File: src/rtl/bcpe_pkg.sv
// Package for the Bezier curve point evaluator.
// Holds the shared widths, types and defaults; no dependencies.
`default_nettype none
package bcpe_pkg;
  localparam int unsigned MaxPointsDefault = 8;
  localparam int unsigned CoordW = 32;
  localparam int unsigned TW = 17;
  localparam int unsigned CountW = 4;
  localparam int unsigned IndexW = 3;
  localparam logic [TW-1:0] TOne = 17'd65536;

  typedef logic signed [CoordW-1:0] coord_t;

  typedef enum logic {
    KIND_LOAD = 1'b0,
    KIND_EVAL = 1'b1
  } kind_t;

  typedef enum logic [1:0] {
    ST_IDLE,
    ST_RUN,
    ST_DONE
  } state_t;

  // Control from the sequencer to every cell of the row.
  typedef struct packed {
    logic load;
    logic step;
  } cell_ctl_t;
endpackage
`default_nettype wire

File: src/rtl/bcpe_cell.sv
// One de Casteljau cell: holds one point and interpolates towards its neighbour.
// Depends on bcpe_pkg.
`default_nettype none
module bcpe_cell (
  input  wire logic                  clk,
  input  wire bcpe_pkg::cell_ctl_t   ctl,
  input  wire bcpe_pkg::coord_t      load_x,
  input  wire bcpe_pkg::coord_t      load_y,
  input  wire bcpe_pkg::coord_t      nb_x,
  input  wire bcpe_pkg::coord_t      nb_y,
  input  wire logic [bcpe_pkg::TW-1:0] t,
  output bcpe_pkg::coord_t           x,
  output bcpe_pkg::coord_t           y
);
  // a + t*(b-a), rounded half up to Q16.16.
  function automatic bcpe_pkg::coord_t lerp(input bcpe_pkg::coord_t a,
                                            input bcpe_pkg::coord_t b,
                                            input logic [bcpe_pkg::TW-1:0] w);
    logic signed [32:0] diff;
    logic signed [50:0] prod;
    logic signed [50:0] sum;
    diff = 33'(signed'({b[31], b})) - 33'(signed'({a[31], a}));
    prod = 51'(signed'({1'b0, w})) * 51'(diff);
    sum = prod + 51'(signed'({{3{a[31]}}, a, 16'b0})) + 51'sd32768;
    return sum[47:16];
  endfunction

  always_ff @(posedge clk) begin
    if (ctl.load) begin
      x <= load_x;
      y <= load_y;
    end else if (ctl.step) begin
      x <= lerp(x, nb_x, t);
      y <= lerp(y, nb_y, t);
    end
  end
endmodule
`default_nettype wire

File: config.mk
export PLATFORM = sky130hd
export DESIGN_NAME = bcpe_cell
export DESIGN_NICKNAME = d
export VERILOG_FILES = /design/src/rtl/bcpe_pkg.sv /design/src/rtl/bcpe_cell.sv
export SDC_FILE = /design/constraint.sdc
export NUM_CORES = 2
export LEC_CHECK = 0
export BUFFER_PORTS_ARGS = -buffer_cell sky130_fd_sc_hd__clkbuf_2
export CELL_PAD_IN_SITES_DETAIL_PLACEMENT = 0
export CELL_PAD_IN_SITES_GLOBAL_PLACEMENT = 1
export CORE_ASPECT_RATIO = 1.4
export CORE_MARGIN = 4
export CORE_UTILIZATION = 30
export CTS_CLUSTER_SIZE = 25
export DETAILED_ROUTE_END_ITERATION = 12
export GPL_ROUTABILITY_DRIVEN = 0
export PLACE_DENSITY_LB_ADDON = 0.05
export SKIP_LAST_GASP = 1
export SYNTH_ARGS = -nofsm -noshare
export SYNTH_HDL_FRONTEND = slang
export SYNTH_SLANG_ARGS = --single-unit
File: constraint.sdc
create_clock -name clk -period 8.65 [get_ports clk]
set_input_delay 0.4325 -clock clk [delete_from_list [all_inputs] [get_ports clk]]
set_output_delay 0.4325 -clock clk [all_outputs]
set_load 0.005 [all_outputs]
== Yosys cells after proc, flatten, opt, wreduce, memory -nomap -nowiden ==
Index checks and enable logic that the tools add are counted.

* Equal/unequal tests: 0
* Order comparisons: 0
* Div/mod/pow operators: 0
* Shift operators: 0
* Bitwise gates (word level): 0
* Multiply operators: 2
* Add/sub/neg operators: 6
* Multiplexer cells: 4
* Reductions and logical operators: 1

{| class="wikitable"
|+ Operators by type and width
! kind !! count
|-
| 32-bit two-way mux || 4
|-
| 48-bit by 17-bit adder with 48-bit output, second input constant || 2
|-
| 48-bit adder || 2
|-
| 18-bit by 33-bit multiplier with 48-bit output || 2
|-
| 32-bit by 32-bit subtractor with 33-bit output || 2
|-
| 2-bit nonzero test || 1
|}

* Memories kept: 0
* Bits in read-only memories: 0
* Output and inout port bits: 64
* Bits in latches: 0
* Word-level logic and storage cells: 15
* RAM bits: 0
* Register bits: 64

== Longest topological paths before layout ==
* Word-level depth: 6
* Depth in mapped cells: 38

== Least setup slack after synthesis ==
No wires, ideal clock.

* Kind: register to register
* From: register y[0]
* To: register y[31] (data pin)
* Slack: -0.609 ns
* Period minus slack after synthesis: 9.259 ns
* Data arrival time: 8.999 ns
* Buffers on the path: 2
* Cell stages (with the launch flop): 38
* Path through: edfxtp_1 ha_1 fa_1 nor2b_1 o211ai_1 a2111oi_1 o22ai_2 o21a_1 nor2_1 o21a_1 o21a_1 o21a_1 buf_2 buf_2 nand4b_1 nand4_1 fa_1 inv_1 [2 not listed] inv_1 fa_1 fa_1 inv_1 fa_1 inv_1 ha_1 a21o_1 a21o_1 o21ai_1 a2bb2oi_1 a21bo_2 o311ai_4 o21ai_2 a221oi_2 o21ba_1 xnor3_1 mux2_2

* Word-level cells in the longest chain between the ends: 6

{| class="wikitable"
|+ RTL lines
! what !! line !! text
|-
| start, declared || bcpe_cell.sv:13 || <nowiki>output bcpe_pkg::coord_t y</nowiki>
|-
| start signal, assigned || bcpe_cell.sv:31 || <nowiki>y <= load_y;</nowiki>
|-
| start signal, assigned || bcpe_cell.sv:34 || <nowiki>y <= lerp(y, nb_y, t);</nowiki>
|-
| 32-bit by 32-bit subtractor with 33-bit output || bcpe_cell.sv:22 || <nowiki>diff = 33'(signed'({b[31], b})) - 33'(signed'({a[31], a}));</nowiki>
|-
| 18-bit by 33-bit multiplier with 48-bit output || bcpe_cell.sv:23 || <nowiki>prod = 51'(signed'({1'b0, w})) * 51'(diff);</nowiki>
|-
| 48-bit adder * || bcpe_cell.sv:24 || <nowiki>sum = prod + 51'(signed'({{3{a[31]}}, a, 16'b0})) + 51'sd32768;</nowiki>
|-
| 48-bit by 17-bit adder with 48-bit output * || bcpe_cell.sv:24 ||
|-
| 32-bit two-way mux * || bcpe_cell.sv:32 || <nowiki>end else if (ctl.step) begin</nowiki>
|-
| 32-bit two-way mux * || bcpe_cell.sv:29 || <nowiki>if (ctl.load) begin</nowiki>
|}

Every way passes the cells marked *; elsewhere a longest branch is shown, timed or not. The select of a mux whose other input is x is not followed.
A chain may end at the register's enable or synchronous reset.

== Worst setup path after layout ==
Ends and elaborated chain as after synthesis.

==> metrics <==
Worst R2R Start=y[0]; chip height=471 um; syn nets=6,758; Fin Clk Skew=0.0246 ns; gr ovfl total=0; CP max stage delay=0.59 ns; Worst Hold Class=in -> reg; vias in the first global route=40,800; core footprint=152,000 sq um; Die ar.=160,000 sq um; Die Wd=339 um; fmax=110 MHz; number of synthesized flops with an enable pin=64; Final setup viols=17; Slowest-stage cell, CP=fa_1; Synth area leader=fa_1; Fillers=16,000; CP Launch Type=flop; Avg Inst Size Synth=8.82 sq um; WL per Instance=19.5 um; Post-synth ARST share=0%; CTS tree=built; Top Layer Used=met5; clock root buffer=clkbuf_16; first-pass GRT wire length=241,000 um; top-area cell type share of the netlist area=47.7%; Syn Inst Count=5,212; critical path launch point=y[0]; ys flop type=edfxtp_1; CTS buffer count=9; PnR worst setup slack=-0.412 ns; outcome=finished with violations; IO Port Bufs=211; Routed WL=155,000 um; Worst Setup Path Type=reg -> reg; setup slack, reg-to-reg=-0.41 ns; H-tree Lvls=3; Initial Utilization=30.3%; largest net degree at the start of global routing=68; synthesis-stage register bit count=64; max-cap violations=0; via count=35,900; worst hold margin=0.274 ns; Clk Latency, worst-skew pair=0.43 ns; antenna viol nets, final=0; initial antenna violation count=7; CP Data Arrival Time=9.25 ns; crit-path max FO=7; mapped cell area=46,000 sq um; final worst-path cycle share=105%; layout cell share with drive strength beyond 1=21.8%; CTS Sinks=64; final-report max-slew violation count=0; Relative slew margins=20.8%; Area Growth Syn to Fin=24.3%; FP Rows=169; CTS clk-pin slew, worst paths=0.08 ns; Least-Margin Pin Slew=1.16 ns; clock tree buffer depth=2; metal2 WL=92,900 um; synth top area cells=fa_1 (48%), inv_1 (12%), ha_1 (8.3%); num ports=212; routed length on met3=2000 um; most used cell, CP=fa_1; DRC viols=0; worst setup path endpoint=y[31]; Worst Path Required=8.84 ns; met1 wire length=57,300 um; sequential element share of the synthesized area=4.18%; FF-to-FF path depth=38; global-route usage over all layers=19.9%; Yosys cell types=82; RSZ-0062 raised after global routing=true; first-pass iteration count of the detailed router=5; violated checks=setup timing; TNS Setup=-2.50 ns; Final Hold Fails=0; DP HPWL=132,000 um; Layout Nets=7,526; reg2reg end=y[31]; Final min period=9.06 ns; Setup crit end kind=flop; Synth Warn #=0; Avg Vias per Cell=4.52; initial DRC count=1,122
[cell type report]
| type | count | area, sq um | area share [%] |
|---|---|---|---|
| repair buffers | 982 | 7640 | 13.4 |
| clock buffers | 11 | 233 | 0.407 |
| multi-input cells | 3493 | 39400 | 69.0 |
| inverters | 1430 | 5370 | 9.40 |
| clock inverters | 4 | 70.1 | 0.123 |
| flip-flops and latches | 64 | 1920 | 3.36 |
| well taps | 1966 | 2460 | 4.31 |
| diodes | 3 | 7.51 | 0.0131 |
[state kept, by name, indices dropped and copies added, names as in the netlist]
register and flops:
x 32, y 32
[synth_stat cells (5+ instances only)]
cell,count
inv_1,1429
fa_1,1094
and2_1,572
nand2_1,568
ha_1,304
clkbuf_1,217
a21oi_1,110
o21ai_0,108
xnor2_1,91
nor2b_1,87
edfxtp_1,64
nor2_1,64
a21o_1,54
xor2_1,43
nand3_1,38
nand2b_1,36
o21a_1,29
and3_1,25
nor3_1,23
a31oi_1,21
nand4_1,17
o31ai_1,14
a211oi_1,13
o211ai_1,13
a311o_1,12
nor4_1,12
o21bai_1,12
nor3b_1,11
nand3b_1,10
or3b_2,7
mux2_2,6
nor4bb_1,6
or2_2,6
or3_1,6
buf_2,5
o21ai_1,5
[metal layers]
| metal | vias to the layer above | global-route usage, % |
|---|---|---|
| met1 | 18700 | 21.7 |
| met4 | 2 | 3.86 |
| li1 | 16800 | - |
| met3 | 102 | 0.942 |
| met5 | - | 0 |
| met2 | 336 | 41.7 |
[how the worst min path moves through the flow]
stage                        to       start  depth (start not counted)
final                     y[23]  load_y[23]                          3
after global routing      y[23]  load_y[23]                          3
after CTS                 y[23]  load_y[23]                          3
after detailed placement  x[20]  load_x[20]                          3
after global placement    x[20]  load_x[20]                          3
after floorplan           x[20]  load_x[20]                          2
[per-stage QoR]
| step | setup WS, ns | cells | cell area (sq um) | util, % |
|---|---|---|---|---|
| global route | -0.742 | 7951 | 57100 | 37.6 |
| floorplan | -0.0201 | 5212 | 46100 | - |
| global placement | -0.877 | 7880 | 54800 | 36.1 |
| finish | -0.412 | 7953 | 57100 | 37.6 |
| CTS | -0.445 | 7927 | 56200 | 37.0 |
| detailed placement | -0.949 | 7880 | 54800 | 36.1 |
[cell families after synthesis]
family | share of synthesized area (%)
adder cells (fa/ha/maj) | 55.9
buffers and inverters | 13.5
flip-flops | 4.18
multiplexers | 0.234
XOR/XNOR | 2.60
AO/OA/AOI/OAI | 6.42
AND/OR/NAND/NOR | 17.1
[cell usage in the layout (no fill, tap or decap), types with 78 or more instances in the layout]
master and count:
inv_1 1397, clkbuf_2 209, xnor2_1 78, buf_4 695, fa_1 1049, nor2b_1 84
ha_1 271, nand2_1 561, and2_1 560
[critical path, delay by kind of cell (launching register included)]
family                   cells  cell delay, ns
AO/OA/AOI/OAI               17            3.28
XOR/XNOR                     1            0.21
adder cells (fa/ha/maj)      9            3.69
buffers and inverters        8            0.73
flip-flops                   1            0.39
multiplexers                 1            0.27
AND/OR/NAND/NOR              2            0.23
[what timing repair did]
| item | in CTS | in global routing |
|---|---|---|
| setup endpoints to repair | 46 | 50 |
| hold buffers | 0 | 0 |
| cloned | 1 | 0 |
| pin swaps | 175 | 126 |
| resized for setup | 203 | 164 |
| setup buffers | 33 | 28 |
Power is not shown: default switching activity piles up to over one toggle a cycle in this logic, so the estimate is an artifact.
